$ cat config.mk
export PLATFORM = sky130hd
export DESIGN_NAME = task_timing_statistics_monitor
export DESIGN_NICKNAME = d
export VERILOG_FILES = /design/src/design/ttsm_pkg.sv /design/src/design/ttsm_div.sv /design/src/design/task_timing_statistics_monitor.sv
export VERILOG_INCLUDE_DIRS = /design/src /design/src/design
export SDC_FILE = /design/constraint.sdc
export NUM_CORES = 2
export LEC_CHECK = 0
export BUFFER_PORTS_ARGS = -buffer_cell sky130_fd_sc_hd__buf_2
export CORE_ASPECT_RATIO = 1.75
export CORE_UTILIZATION = 60
export DETAILED_ROUTE_END_ITERATION = 6
export PLACE_DENSITY = 0.78
export SLEW_MARGIN = 25
export SYNTH_ARGS = -nofsm -noshare
export SYNTH_HDL_FRONTEND = slang
export SYNTH_SLANG_ARGS = --single-unit
$ cat constraint.sdc
create_clock -name aclk -period 9.6 [get_ports aclk]
set_clock_uncertainty 0.15 [all_clocks]
set_input_delay 0 -clock aclk [delete_from_list [all_inputs] [get_ports aclk]]
set_output_delay 0 -clock aclk [all_outputs]
set_load 0.01 [all_outputs]
$ cat src/design/task_timing_statistics_monitor_macros.svh
// ----------------------------------------------------------------------------
// Task timing statistics monitor: assertion macros
// Shared concurrent assertion forms for the monitor's RTL files.
// ----------------------------------------------------------------------------
`ifndef TASK_TIMING_STATISTICS_MONITOR_MACROS_SVH
`define TASK_TIMING_STATISTICS_MONITOR_MACROS_SVH

// Checked on every rising edge, skipped while reset is asserted.
`define TTSM_ASSERT(name, clk, rstn, prop, msg) \
    name: assert property (@(posedge clk) disable iff (!rstn) prop) else $error(msg);

// Checked on every rising edge, reset included.
`define TTSM_ASSERT_ALWAYS(name, clk, prop, msg) \
    name: assert property (@(posedge clk) prop) else $error(msg);

`endif

$ cat src/design/ttsm_pkg.sv
// ----------------------------------------------------------------------------
// ttsm_pkg
// Shared types and constants of the task timing statistics monitor.
// ----------------------------------------------------------------------------
package ttsm_pkg;

    // Number of measured tasks and the width of a task's storage index.
    localparam int TASK_COUNT = 4;
    localparam int TASK_W     = (TASK_COUNT > 1) ? $clog2(TASK_COUNT) : 1;

    // Field widths fixed by the item format.
    localparam int OPCODE_W   = 2;
    localparam int TASK_IDX_W = 2;
    localparam int S_TDATA_W  = 136;
    localparam int M_TDATA_W  = 288;

    // Cycle to microsecond shift after reset.
    localparam logic [3:0] SHIFT_RESET = 4'd6;

    // Statistic reset values.
    localparam logic signed [31:0] INT32_MAX_C = 32'sh7FFF_FFFF;
    localparam logic signed [31:0] INT32_MIN_C = 32'sh8000_0000;
    localparam logic [30:0]        MIN31_C     = 31'h7FFF_FFFF;

    // Configuration register index (byte address bit 2).
    localparam logic REG_CYCLES_SHIFT = 1'b0;

    // Divider: one quotient bit per step over a 64-bit dividend.
    localparam int DIV_STEPS = 64;
    localparam int DIV_CNT_W = $clog2(DIV_STEPS);

    // Item operations.
    typedef enum logic [OPCODE_W-1:0] {
        OP_SLICE_END = 2'd0,
        OP_JOB_BEGIN = 2'd1,
        OP_JOB_END   = 2'd2,
        OP_REPORT    = 2'd3
    } opcode_t;

    // Divider status toward the sequencer.
    typedef struct packed {
        logic busy;
        logic done;
    } div_stat_t;

endpackage

$ cat src/design/ttsm_div.sv
// ----------------------------------------------------------------------------
// ttsm_div
// Restoring 64 by 32 bit unsigned divider, one quotient bit per cycle.
// ----------------------------------------------------------------------------
module ttsm_div (
    input  logic                aclk,
    input  logic                aresetn,
    input  logic                start,
    input  logic [63:0]         dividend,
    input  logic [31:0]         divisor,
    output ttsm_pkg::div_stat_t stat,
    output logic [63:0]         quotient
);

    logic [31:0]                    rem_reg;
    logic [63:0]                    quo_reg;
    logic [31:0]                    div_reg;
    logic [ttsm_pkg::DIV_CNT_W-1:0] cnt_reg;
    logic                           busy_reg;
    logic                           done_reg;

    logic [32:0] shifted;
    logic [32:0] diff;
    logic        ge;
    logic [31:0] rem_next;

    // One shift-and-subtract step: the next dividend bit enters the remainder.
    always_comb begin
        shifted  = {rem_reg, quo_reg[63]};
        ge       = (shifted >= {1'b0, div_reg});
        diff     = shifted - {1'b0, div_reg};
        rem_next = ge ? diff[31:0] : shifted[31:0];
    end

    // Step control; the quotient register doubles as the dividend shifter.
    always_ff @(posedge aclk) begin
        if (!aresetn) begin
            busy_reg <= 1'b0;
            done_reg <= 1'b0;
            cnt_reg  <= '0;
        end else begin
            done_reg <= 1'b0;
            if (start && !busy_reg) begin
                rem_reg  <= '0;
                quo_reg  <= dividend;
                div_reg  <= divisor;
                cnt_reg  <= '0;
                busy_reg <= 1'b1;
            end else if (busy_reg) begin
                rem_reg <= rem_next;
                quo_reg <= {quo_reg[62:0], ge};
                cnt_reg <= cnt_reg + ttsm_pkg::DIV_CNT_W'(1);
                if (cnt_reg == ttsm_pkg::DIV_CNT_W'(ttsm_pkg::DIV_STEPS - 1)) begin
                    busy_reg <= 1'b0;
                    done_reg <= 1'b1;
                end
            end
        end
    end

    assign stat.busy = busy_reg;
    assign stat.done = done_reg;
    assign quotient  = quo_reg;

endmodule

$ cat src/design/task_timing_statistics_monitor.sv
// Slice end and job begin run EXEC and return to IDLE; job end adds UPD, an empty report DONE.
// A report with jobs runs EXEC, DIVJ, DIVC and DONE, its result loaded in DONE:
// the shared one-bit-per-cycle divider runs twice, 64 steps for the jitter average
// and 64 for the compute average.
// Items are taken one at a time; a result held in the output register stalls only a report.
// Reset (aresetn low, synchronous) restores cycles_shift to 6 and all task statistics.
// ----------------------------------------------------------------------------
// task_timing_statistics_monitor
// Per-task timing statistics: jitter, compute time, response and deadline
// misses, reported with truncating averages and cleared on report.
// ----------------------------------------------------------------------------
`include "task_timing_statistics_monitor_macros.svh"

module task_timing_statistics_monitor (
    input  logic         aclk,
    input  logic         aresetn,
    // Input items
    input  logic         s_tvalid,
    output logic         s_tready,
    // task_index[1:0], release_jitter[33:2], slice_cycles[65:34], resp_time[97:66],
    // deadline_limit[129:98], zero fill above
    input  logic [ttsm_pkg::S_TDATA_W-1:0] s_tdata,
    // opcode[1:0]
    input  logic [1:0]   s_tuser,
    // Result items
    output logic         m_tvalid,
    input  logic         m_tready,
    // min_jitter[31:0], max_jitter[63:32], mean_jitter[95:64], jobs_seen[127:96],
    // misses_seen[159:128], max_response[191:160], max_compute[223:192],
    // min_compute[254:224], avg_compute[286:255], zero fill above
    output logic [ttsm_pkg::M_TDATA_W-1:0] m_tdata,
    // report_empty[0]
    output logic         m_tuser,
    // Configuration
    input  logic         psel,
    input  logic         penable,
    input  logic         pwrite,
    input  logic [2:0]   paddr,
    input  logic [31:0]  pwdata,
    output logic [31:0]  prdata,
    output logic         pready
);

    localparam int TC = ttsm_pkg::TASK_COUNT;
    localparam int TW = ttsm_pkg::TASK_W;

    typedef enum logic [2:0] {
        S_IDLE,
        S_EXEC,
        S_UPD,
        S_DIVJ,
        S_DIVC,
        S_DONE
    } state_t;

    state_t                  state_reg;
    logic [3:0]              shift_reg;
    ttsm_pkg::opcode_t       op_reg;
    logic [TW-1:0]           task_reg;
    logic signed [31:0]      jit_reg;
    logic [31:0]             slice_reg;
    logic [31:0]             resp_reg;
    logic [31:0]             dl_reg;
    logic [31:0]             comp_reg;
    logic                    neg_reg;
    logic                    empty_reg;
    logic [31:0]             avgj_reg;
    logic [31:0]             avgc_reg;

    // Per-task state
    logic [31:0]             accum_reg [TC];
    logic signed [31:0]      jmin_reg  [TC];
    logic signed [31:0]      jmax_reg  [TC];
    logic [63:0]             jsum_reg  [TC];
    logic [31:0]             jobs_reg  [TC];
    logic [31:0]             miss_reg  [TC];
    logic [31:0]             rmax_reg  [TC];
    logic [31:0]             cmax_reg  [TC];
    logic [30:0]             cmin_reg  [TC];
    logic [63:0]             csum_reg  [TC];

    logic                    m_tvalid_reg;
    logic [ttsm_pkg::M_TDATA_W-1:0] m_tdata_reg;
    logic                    m_tuser_reg;

    // Input field views
    logic [ttsm_pkg::TASK_IDX_W-1:0] s_task;
    logic                    in_range;
    logic                    s_accept;
    logic                    cfg_write;
    logic                    out_load;

    // Datapath helpers
    logic [31:0]             acc_sum;
    logic [31:0]             comp_next;
    logic [30:0]             comp_sat;
    logic [63:0]             jsum_cur;
    logic [63:0]             jmag;
    logic [31:0]             qlow;

    // Shared divider
    logic                    div_start;
    logic [63:0]             div_dividend;
    ttsm_pkg::div_stat_t     div_stat;
    logic [63:0]             div_q;

    assign s_task    = s_tdata[ttsm_pkg::TASK_IDX_W-1:0];
    assign in_range  = (32'(s_task) < 32'(TC));
    assign s_tready  = (state_reg == S_IDLE);
    assign s_accept  = s_tvalid && s_tready;
    assign cfg_write = psel && penable && pwrite && pready;
    assign out_load  = (state_reg == S_DONE) && (!m_tvalid_reg || m_tready);

    // Arithmetic on the selected task's entries.
    always_comb begin
        acc_sum   = accum_reg[task_reg] + slice_reg;
        comp_next = acc_sum >> shift_reg;
        comp_sat  = comp_reg[31] ? ttsm_pkg::MIN31_C : comp_reg[30:0];
        jsum_cur  = jsum_reg[task_reg];
        jmag      = jsum_cur[63] ? (64'd0 - jsum_cur) : jsum_cur;
        qlow      = div_q[31:0];
    end

    // Divider feed: jitter magnitude first, then the compute sum.
    assign div_start    = ((state_reg == S_EXEC) && (op_reg == ttsm_pkg::OP_REPORT) &&
                           (jobs_reg[task_reg] != 32'd0)) ||
                          ((state_reg == S_DIVJ) && div_stat.done);
    assign div_dividend = (state_reg == S_EXEC) ? jmag : csum_reg[task_reg];

    ttsm_div u_div (
        .aclk     (aclk),
        .aresetn  (aresetn),
        .start    (div_start),
        .dividend (div_dividend),
        .divisor  (jobs_reg[task_reg]),
        .stat     (div_stat),
        .quotient (div_q)
    );

    // Sequencer, task state and output register.
    always_ff @(posedge aclk) begin
        if (!aresetn) begin
            state_reg    <= S_IDLE;
            shift_reg    <= ttsm_pkg::SHIFT_RESET;
            m_tvalid_reg <= 1'b0;
            for (int i = 0; i < TC; i++) begin
                accum_reg[i] <= '0;
                jmin_reg[i]  <= ttsm_pkg::INT32_MAX_C;
                jmax_reg[i]  <= ttsm_pkg::INT32_MIN_C;
                jsum_reg[i]  <= '0;
                jobs_reg[i]  <= '0;
                miss_reg[i]  <= '0;
                rmax_reg[i]  <= '0;
                cmax_reg[i]  <= '0;
                cmin_reg[i]  <= ttsm_pkg::MIN31_C;
                csum_reg[i]  <= '0;
            end
        end else begin
            // Configuration write.
            if (cfg_write && (paddr[2] == ttsm_pkg::REG_CYCLES_SHIFT)) begin
                shift_reg <= pwdata[3:0];
            end

            // A finished report is loaded, or the held result is taken downstream.
            if (out_load) begin
                m_tvalid_reg <= 1'b1;
            end else if (m_tvalid_reg && m_tready) begin
                m_tvalid_reg <= 1'b0;
            end

            case (state_reg)
                S_IDLE: begin
                    if (s_accept && in_range) begin
                        op_reg    <= ttsm_pkg::opcode_t'(s_tuser);
                        task_reg  <= s_task[TW-1:0];
                        jit_reg   <= s_tdata[33:2];
                        slice_reg <= s_tdata[65:34];
                        resp_reg  <= s_tdata[97:66];
                        dl_reg    <= s_tdata[129:98];
                        state_reg <= S_EXEC;
                    end
                end
                S_EXEC: begin
                    case (op_reg)
                        ttsm_pkg::OP_SLICE_END: begin
                            accum_reg[task_reg] <= acc_sum;
                            state_reg <= S_IDLE;
                        end
                        ttsm_pkg::OP_JOB_BEGIN: begin
                            accum_reg[task_reg] <= '0;
                            if (jit_reg < jmin_reg[task_reg]) jmin_reg[task_reg] <= jit_reg;
                            if (jit_reg > jmax_reg[task_reg]) jmax_reg[task_reg] <= jit_reg;
                            jsum_reg[task_reg] <= jsum_cur + 64'(jit_reg);
                            jobs_reg[task_reg] <= jobs_reg[task_reg] + 32'd1;
                            state_reg <= S_IDLE;
                        end
                        ttsm_pkg::OP_JOB_END: begin
                            comp_reg  <= comp_next;
                            state_reg <= S_UPD;
                        end
                        ttsm_pkg::OP_REPORT: begin
                            if (jobs_reg[task_reg] == 32'd0) begin
                                empty_reg <= 1'b1;
                                state_reg <= S_DONE;
                            end else begin
                                empty_reg <= 1'b0;
                                neg_reg   <= jsum_cur[63];
                                state_reg <= S_DIVJ;
                            end
                        end
                        default: begin
                            state_reg <= S_IDLE;
                        end
                    endcase
                end
                S_UPD: begin
                    // Job end: compute time and response statistics.
                    if (comp_reg > cmax_reg[task_reg]) cmax_reg[task_reg] <= comp_reg;
                    if (comp_sat < cmin_reg[task_reg]) cmin_reg[task_reg] <= comp_sat;
                    csum_reg[task_reg] <= csum_reg[task_reg] + {32'd0, comp_reg};
                    if (resp_reg > rmax_reg[task_reg]) rmax_reg[task_reg] <= resp_reg;
                    if ((dl_reg != 32'd0) && (resp_reg > dl_reg)) begin
                        miss_reg[task_reg] <= miss_reg[task_reg] + 32'd1;
                    end
                    state_reg <= S_IDLE;
                end
                S_DIVJ: begin
                    if (div_stat.done) begin
                        avgj_reg  <= neg_reg ? (32'd0 - qlow) : qlow;
                        state_reg <= S_DIVC;
                    end
                end
                S_DIVC: begin
                    if (div_stat.done) begin
                        avgc_reg  <= qlow;
                        state_reg <= S_DONE;
                    end
                end
                S_DONE: begin
                    // Load the result once the output register is free.
                    if (out_load) begin
                        m_tuser_reg  <= empty_reg;
                        if (empty_reg) begin
                            m_tdata_reg <= '0;
                        end else begin
                            m_tdata_reg <= {1'b0, avgc_reg, cmin_reg[task_reg],
                                            cmax_reg[task_reg], rmax_reg[task_reg],
                                            miss_reg[task_reg], jobs_reg[task_reg],
                                            avgj_reg, jmax_reg[task_reg],
                                            jmin_reg[task_reg]};
                            jmin_reg[task_reg] <= ttsm_pkg::INT32_MAX_C;
                            jmax_reg[task_reg] <= ttsm_pkg::INT32_MIN_C;
                            jsum_reg[task_reg] <= '0;
                            jobs_reg[task_reg] <= '0;
                            miss_reg[task_reg] <= '0;
                            rmax_reg[task_reg] <= '0;
                            cmax_reg[task_reg] <= '0;
                            cmin_reg[task_reg] <= ttsm_pkg::MIN31_C;
                            csum_reg[task_reg] <= '0;
                        end
                        state_reg <= S_IDLE;
                    end
                end
                default: begin
                    state_reg <= S_IDLE;
                end
            endcase
        end
    end

    // Ports
    assign m_tvalid = m_tvalid_reg;
    assign m_tdata  = m_tdata_reg;
    assign m_tuser  = m_tuser_reg;
    assign pready   = 1'b1;
    assign prdata   = (paddr[2] == ttsm_pkg::REG_CYCLES_SHIFT) ? {28'd0, shift_reg} : 32'd0;

    // Checks
    `TTSM_ASSERT(a_div_start_idle, aclk, aresetn, div_start |-> !div_stat.busy, "divider restarted while busy")
    `TTSM_ASSERT(a_ready_div_idle, aclk, aresetn, s_tready |-> !div_stat.busy, "item accepted during a division")
    `TTSM_ASSERT(a_accept_stalls, aclk, aresetn, (s_tvalid && s_tready && in_range) |=> !s_tready, "accepted item did not hold off input")
    `TTSM_ASSERT(a_empty_zero, aclk, aresetn, (m_tvalid && m_tuser) |-> (m_tdata == '0), "empty report carries data")
    `TTSM_ASSERT_ALWAYS(a_reset_idle, aclk, !aresetn |=> (s_tready && !m_tvalid), "reset did not return to idle")

endmodule

Word level (Yosys, flattened, before mapping). Memories as Yosys holds them, arrays and structs flattened. A register that Yosys moved wholly into a read port is not among the register bits. Index checks and enable logic that the tools add are counted.

Add/subtract/negate cells: 9. Magnitude comparators: 7. Equality and inequality tests: 13. Shift operators: 1. Muxes and demuxes: 116. Bitwise operators: 14. Reduce and logical (&&, ||, !) cells: 45.

Operators with widths (number): 32-bit 2-to-1 mux (17); 64-bit 2-to-1 mux (8); 32-bit OR reduction (7); 32-bit > comparator (4); 64-bit OR reduction (2); 31-bit 2-to-1 mux (3); 32-bit by 1-bit adder with 32-bit output, second input constant (2); 64-bit by 32-bit adder with 64-bit output (1); 64-bit adder (1); 32-bit nonzero test (2); 1-bit by 64-bit subtractor with 64-bit output, first input constant (1); 1-bit 2-to-1 mux (60); 2-bit 2-to-1 mux (20); 33-bit by 32-bit greater-or-equal comparator with 1-bit output (1); 32-bit adder (1); 32-bit logical NOT (1); 32-bit less-than comparator (1); 32-bit by 4-bit right shift with 32-bit output (1); 1-bit by 32-bit subtractor with 32-bit output, first input constant (1); 32-bit subtractor (1); 31-bit less-than comparator (1); 31-bit OR reduction (1); 3-bit AND reduction (6); 3-bit 2-to-1 mux (5); 24 further kinds (57).

Bits in registers: 663. Memory bits (writable): 1532. Bits of input ports: 180. Output and inout port bits: 324. Word-level logic and storage cells: 238. Memories kept: 10.

Memories: csum_reg (words 4, width 64, read ports 1, clocked after memory_dff 1, wr ports 4, RTL line task_timing_statistics_monitor.sv:80) `logic [63:0] csum_reg [TC];`; jsum_reg (words 4, width 64, read ports 1, clocked after memory_dff 1, wr ports 4, RTL line task_timing_statistics_monitor.sv:74) `logic [63:0] jsum_reg [TC];`; accum_reg (words 4, width 32, read ports 1, clocked after memory_dff 1, wr ports 4, RTL line task_timing_statistics_monitor.sv:71) `logic [31:0] accum_reg [TC];`; cmax_reg (words 4, width 32, read ports 1, clocked after memory_dff 1, wr ports 4, RTL line task_timing_statistics_monitor.sv:78) `logic [31:0] cmax_reg [TC];`; jmax_reg (words 4, width 32, read ports 1, clocked after memory_dff 1, wr ports 4, RTL line task_timing_statistics_monitor.sv:73) `logic signed [31:0] jmax_reg [TC];`; jmin_reg (words 4, width 32, read ports 1, clocked after memory_dff 1, wr ports 4, RTL line task_timing_statistics_monitor.sv:72) `logic signed [31:0] jmin_reg [TC];`; +4 memories.

Logic depth before layout (Yosys ltp).
Depth in word-level cells: 10. Gate-level depth with buffers: 26. Depth with buffers taken out: 13.

Modules after synthesis. From an unflattened synthesis, not the netlist that was laid out.

Cell total of the unflattened synthesis: 8495. Area, all modules: 107719.6 µm².

By module, submodules not included: task_timing_statistics_monitor (instances 1, cells each 7725, area each 100291.2 µm², sequential area each 61759.2 µm²); ttsm_div (instances 1, cells each 770, area each 7428.4 µm², sequential area each 4003.8 µm²).

Least setup slack after synthesis. Ideal clock, no wire load.

Path kind: reg2reg. From: register state_reg[2]. To: memory jobs_reg[3][0] (enable). Library setup time: 0.683 ns. Arrival time: 7.984 ns. Data required time: 8.767 ns. Setup slack: 0.783 ns. Cell stages (with the launch flop): 8. Path buffers: 1. Clock period less this slack: 8.817 ns. Cell sequence: dfxtp_1 clkbuf_1 nor2_1 nand2_1 nor3_1 and2_1 nor2_1 o21ai_0.

RTL lines: start, declared (RTL line task_timing_statistics_monitor.sv:56) `state_t state_reg;`; start signal, assigned (RTL line task_timing_statistics_monitor.sv:143) `state_reg <= S_IDLE;`; start signal, assigned (RTL line task_timing_statistics_monitor.sv:180) `state_reg <= S_EXEC;`; start signal, assigned (RTL line task_timing_statistics_monitor.sv:187) `state_reg <= S_IDLE;`; end, declared (RTL line task_timing_statistics_monitor.sv:75) `logic [31:0] jobs_reg [TC];`.

==> impl_summary.log <==
[metrics] run status: complete, but fails checks
[metrics] violations in the final reports: DRC
[metrics] DRT Pass-1 Iters: 7
[metrics] fraction of synthesized area in multiplexers: a little under a tenth
[metrics] top-level I/O count: ~500
[metrics] Total Die Area: 179000 um^2
[metrics] ANT nets after route: 0
[metrics] post-cts resize count: 0
[metrics] total placed cells including tap cells: 10743
[metrics] number of flip-flops under the largest register name: 287
[metrics] Critical Path AT: 7.13 ns
[metrics] sequential area share after synthesis: 61.8%
[metrics] share of async-settable or async-resettable flops after synthesis: 0%
[metrics] global-route wire length before repair: 445000 um
[metrics] final instance area: roughly 120000 um^2
[metrics] final count of hold timing violations: 0
[metrics] portion of synthesized cell area occupied by the leading cell type: 61.5%
[metrics] critical path's largest stage delay: 0.91 ns
[metrics] die height: 559 um
[metrics] Setup Buffers After CTS: 0
[metrics] number of levels the H-tree was split into: 4
[metrics] core outline area: 176000 um^2
[metrics] most frequently used flop master after synthesis: edfxtp_1
[metrics] count of endpoints failing setup in the final report: 0
[metrics] clock root buffer: clkbuf_16
[metrics] overall routing resource usage: roughly a third
[metrics] post-route non-filler standard cell count: around 11000
[metrics] maximum achievable frequency: 0.147 GHz
[metrics] number of cell instances on the worst register-to-register path: 14
[metrics] vias in the first global route: 73516
[metrics] number of nets in the finished design: 9394
[metrics] Startpoint Class: flip-flop
[metrics] Routed WL per cell: about 26 um
[metrics] TritonCTS clock tree: done
[metrics] initial core utilization: 60.3%
[metrics] number of distinct library cell variants in the gate-level netlist after synthesis: 93
[metrics] number of maximum-capacitance violations: 0
[metrics] adder-cell area share of the yosys netlist: 4.23%
[metrics] RSZ-0062 raised after global routing: no
[metrics] deepest clock path buffer count: 4
[metrics] ordered list of cells on the worst path: buf_12 -> mux4_2 -> ha_1 -> fa_1 -> a211oi_1 -> o211ai_1 -> a41oi_1 -> o21ai_0 -> a41oi_1 -> xor2_1 -> a22oi_1 -> o21ai_0 -> nand2b_1 -> a22oi_1
[metrics] number of buffers added by the clock tree synthesis step: 200
[metrics] detailed-route vias per instance: 6.28
[metrics] synthesized netlist cell count: 8233
[metrics] Yosys top cell by area: edfxtp_1
[metrics] xor and xnor area share after synthesis: 2.71%
[metrics] Critical path destination: comp_reg[11]$_DFFE_PP_
[metrics] Synth Area in Simple Gates: between 10% and 20%
[metrics] fraction of the core area covered by cells at the end of the flow: 68.3%
[metrics] worst endpoint required time: 9.93 ns
[metrics] Max stage delay cell, worst path: a22oi_1
[metrics] startpoint of the lowest-slack hold path: s_tvalid
[metrics] hold crit path type: in2reg
[metrics] share of layout cells above drive strength 1: between 10% and 20%
[metrics] TritonCTS sink count: between 2000 and 2500
[metrics] mapped cell area: 106000 um^2
[metrics] transition time of the tightest slew-check pin: 1.12 ns
[metrics] Layout Area Growth over Synthesis: 13.3%
[metrics] pin count of the biggest net entering global routing: between 150 and 200
[metrics] number of synthesized flops with an enable pin: around 2200
[metrics] dpl cell area: 111000 um^2
[metrics] max-slew violation count: 0
[metrics] # rows: 204
[metrics] Power Density: 181 nW/um^2
[metrics] total vias in the final route: 71504
[metrics] flop-to-flop setup slack: 2.80 ns
[metrics] main combinational cell family by area after synthesis: simple AND/OR/NAND/NOR gates
[metrics] Iter 0 DRT Violations: 7503
[metrics] Placer Congestion: 0.936
[metrics] hold slack final: 0.129 ns
[metrics] number of port buffers: 437
[metrics] compound-cell area share of the yosys netlist: 5.86%
[metrics] dominant cells by area after synthesis: edfxtp_1 (61%), mux4_2 (8.3%), nor2_1 (4.8%)
[metrics] maximum fanout encountered on the critical timing path: 53
[metrics] source-to-sink clock delay at the later pin of the worst-skew pair: 0.87 ns
[metrics] global route overflow: 0
[metrics] half-perimeter wire length after detailed placement: between 150000 and 200000 um
[metrics] Worst Setup End Kind: flip-flop
[metrics] number of design rule violations left after detail routing: 3
[metrics] r2r endpoint: comp_reg[11]$_DFFE_PP_
[metrics] Reg clk slew, reported paths: 0.07 ns
[metrics] syn_area_per_cell: 12.9 um^2
[metrics] type of the worst setup path: reg2reg
[metrics] number of warnings reported in the yosys synthesis log: 0
[metrics] hold_buf cts: 278
[metrics] relative max-transition margin: 25.0%
[metrics] Horiz. Die Dim: 320 um
[metrics] static leakage: between 40 and 50 nW
[metrics] total length of routed wires: 301000 um
[metrics] Final TNS setup: 0 ns
[metrics] post-route minimum period: 6.80 ns
[metrics] ratio of final minimum period to clock period: 70.8%
[metrics] number of storage elements in the synthesis netlist: 2196
[metrics] initial antenna violation count: 15
[metrics] worst IR drop on VDD: 0.161 mV
==> Yosys cell counts, types with 132 or more instances <==
master and instances:
a21o_1 141, clkbuf_1 344, ha_1 353, a21oi_1 303, and3_1 153, inv_1 488, mux4_2 391, nor3_1 174
o21ai_0 187, nand2_1 556, edfxtp_1 2178, nor2b_1 164, xor2_1 132, nor2_1 1365, xnor2_1 195
==> per-stage QoR <==
| step | total power, mW | worst slack (ns) |
|---|---|---|
| floorplan | 13.0 | 0.783 |
| global placement | 13.8 | 3.17 |
| detailed placement | 13.9 | 3.17 |
| CTS | 21.7 | 3.12 |
| global route | 22.3 | 2.52 |
| finish | 21.8 | 2.80 |
==> where the power goes <==
part,switching [mW],internal [mW]
Clock,3.60,4.30
Sequential,0.151,10.8
Combinational,1.83,1.05
Total,5.58,16.2
==> routing by layer <==
metal | part of all wire (%) | track usage, % | vias up
met4 | 8.6 | 25.7 | 12
met3 | 8.7 | 5.76 | 1033
met5 | 0.036 | 0 | -
li1 | - | - | 31249
met2 | 50 | 56.8 | 3940
met1 | 33 | 37.7 | 35270
==> how the worst min path moves through the flow <==
stage	end	cells past startpoint
floorplan	prdata[0]	1
global placement	slice_reg[18]$_DFFE_PP_	1
detailed placement	jit_reg[20]$_DFFE_PP_	1
CTS	shift_reg[2]$_SDFFE_PN1P_	4
global route	state_reg[0]$_SDFFE_PN0P_	6
finish	state_reg[0]$_SDFFE_PN0P_	6
==> cell usage in the layout (no fill, tap or decap), drive strengths merged, types with 87 or more instances in the layout <==
cell type    netlist  final
nor2            1365   1365
a21o             141    141
xnor2            195    195
inv              491    499
or2              107    107
buf              116    576
edfxtp          2178   2178
xor2             133    133
nand2            556    556
and3             153    153
clkbuf           344    244
ha               353    353
mux4             391    391
nand4             87     87
nor2b            164    164
dlygate4sd3        0    278
a21oi            303    303
o21ai            218    218
nor3             176    176
==> worst max-delay path, delay by kind of cell (launching register included) <==
kind,cells,cell delay [ns]
mux,1,0.59
simple gates,1,0.22
buf+inv,1,0.45
xor+xnor,1,0.22
flops,1,0.85
compound gates,8,3.14
fa+ha+maj,2,0.68
==> cell type report <==
class,count,area [um^2]
repair buffers,854,6300
clock buffers,244,5310
well taps,2369,2960
diodes,4,10.0
multi-input cells,5111,37300
fillers,11977,55900
inverters,494,1870
clock inverters,117,993
flip-flops and latches,2196,65800
==> kinds of logic after synthesis <==
group / Yosys count
AOI/OAI and AO/OA: 986
xor gates and xnor gates: 328
adders and majority gates: 357
buffers and inverters: 954
DFF: 2196
muxes: 486
other: 2
and+or+nand+nor: 2924
No activity file was read; power rests on OpenSTA's default activity.
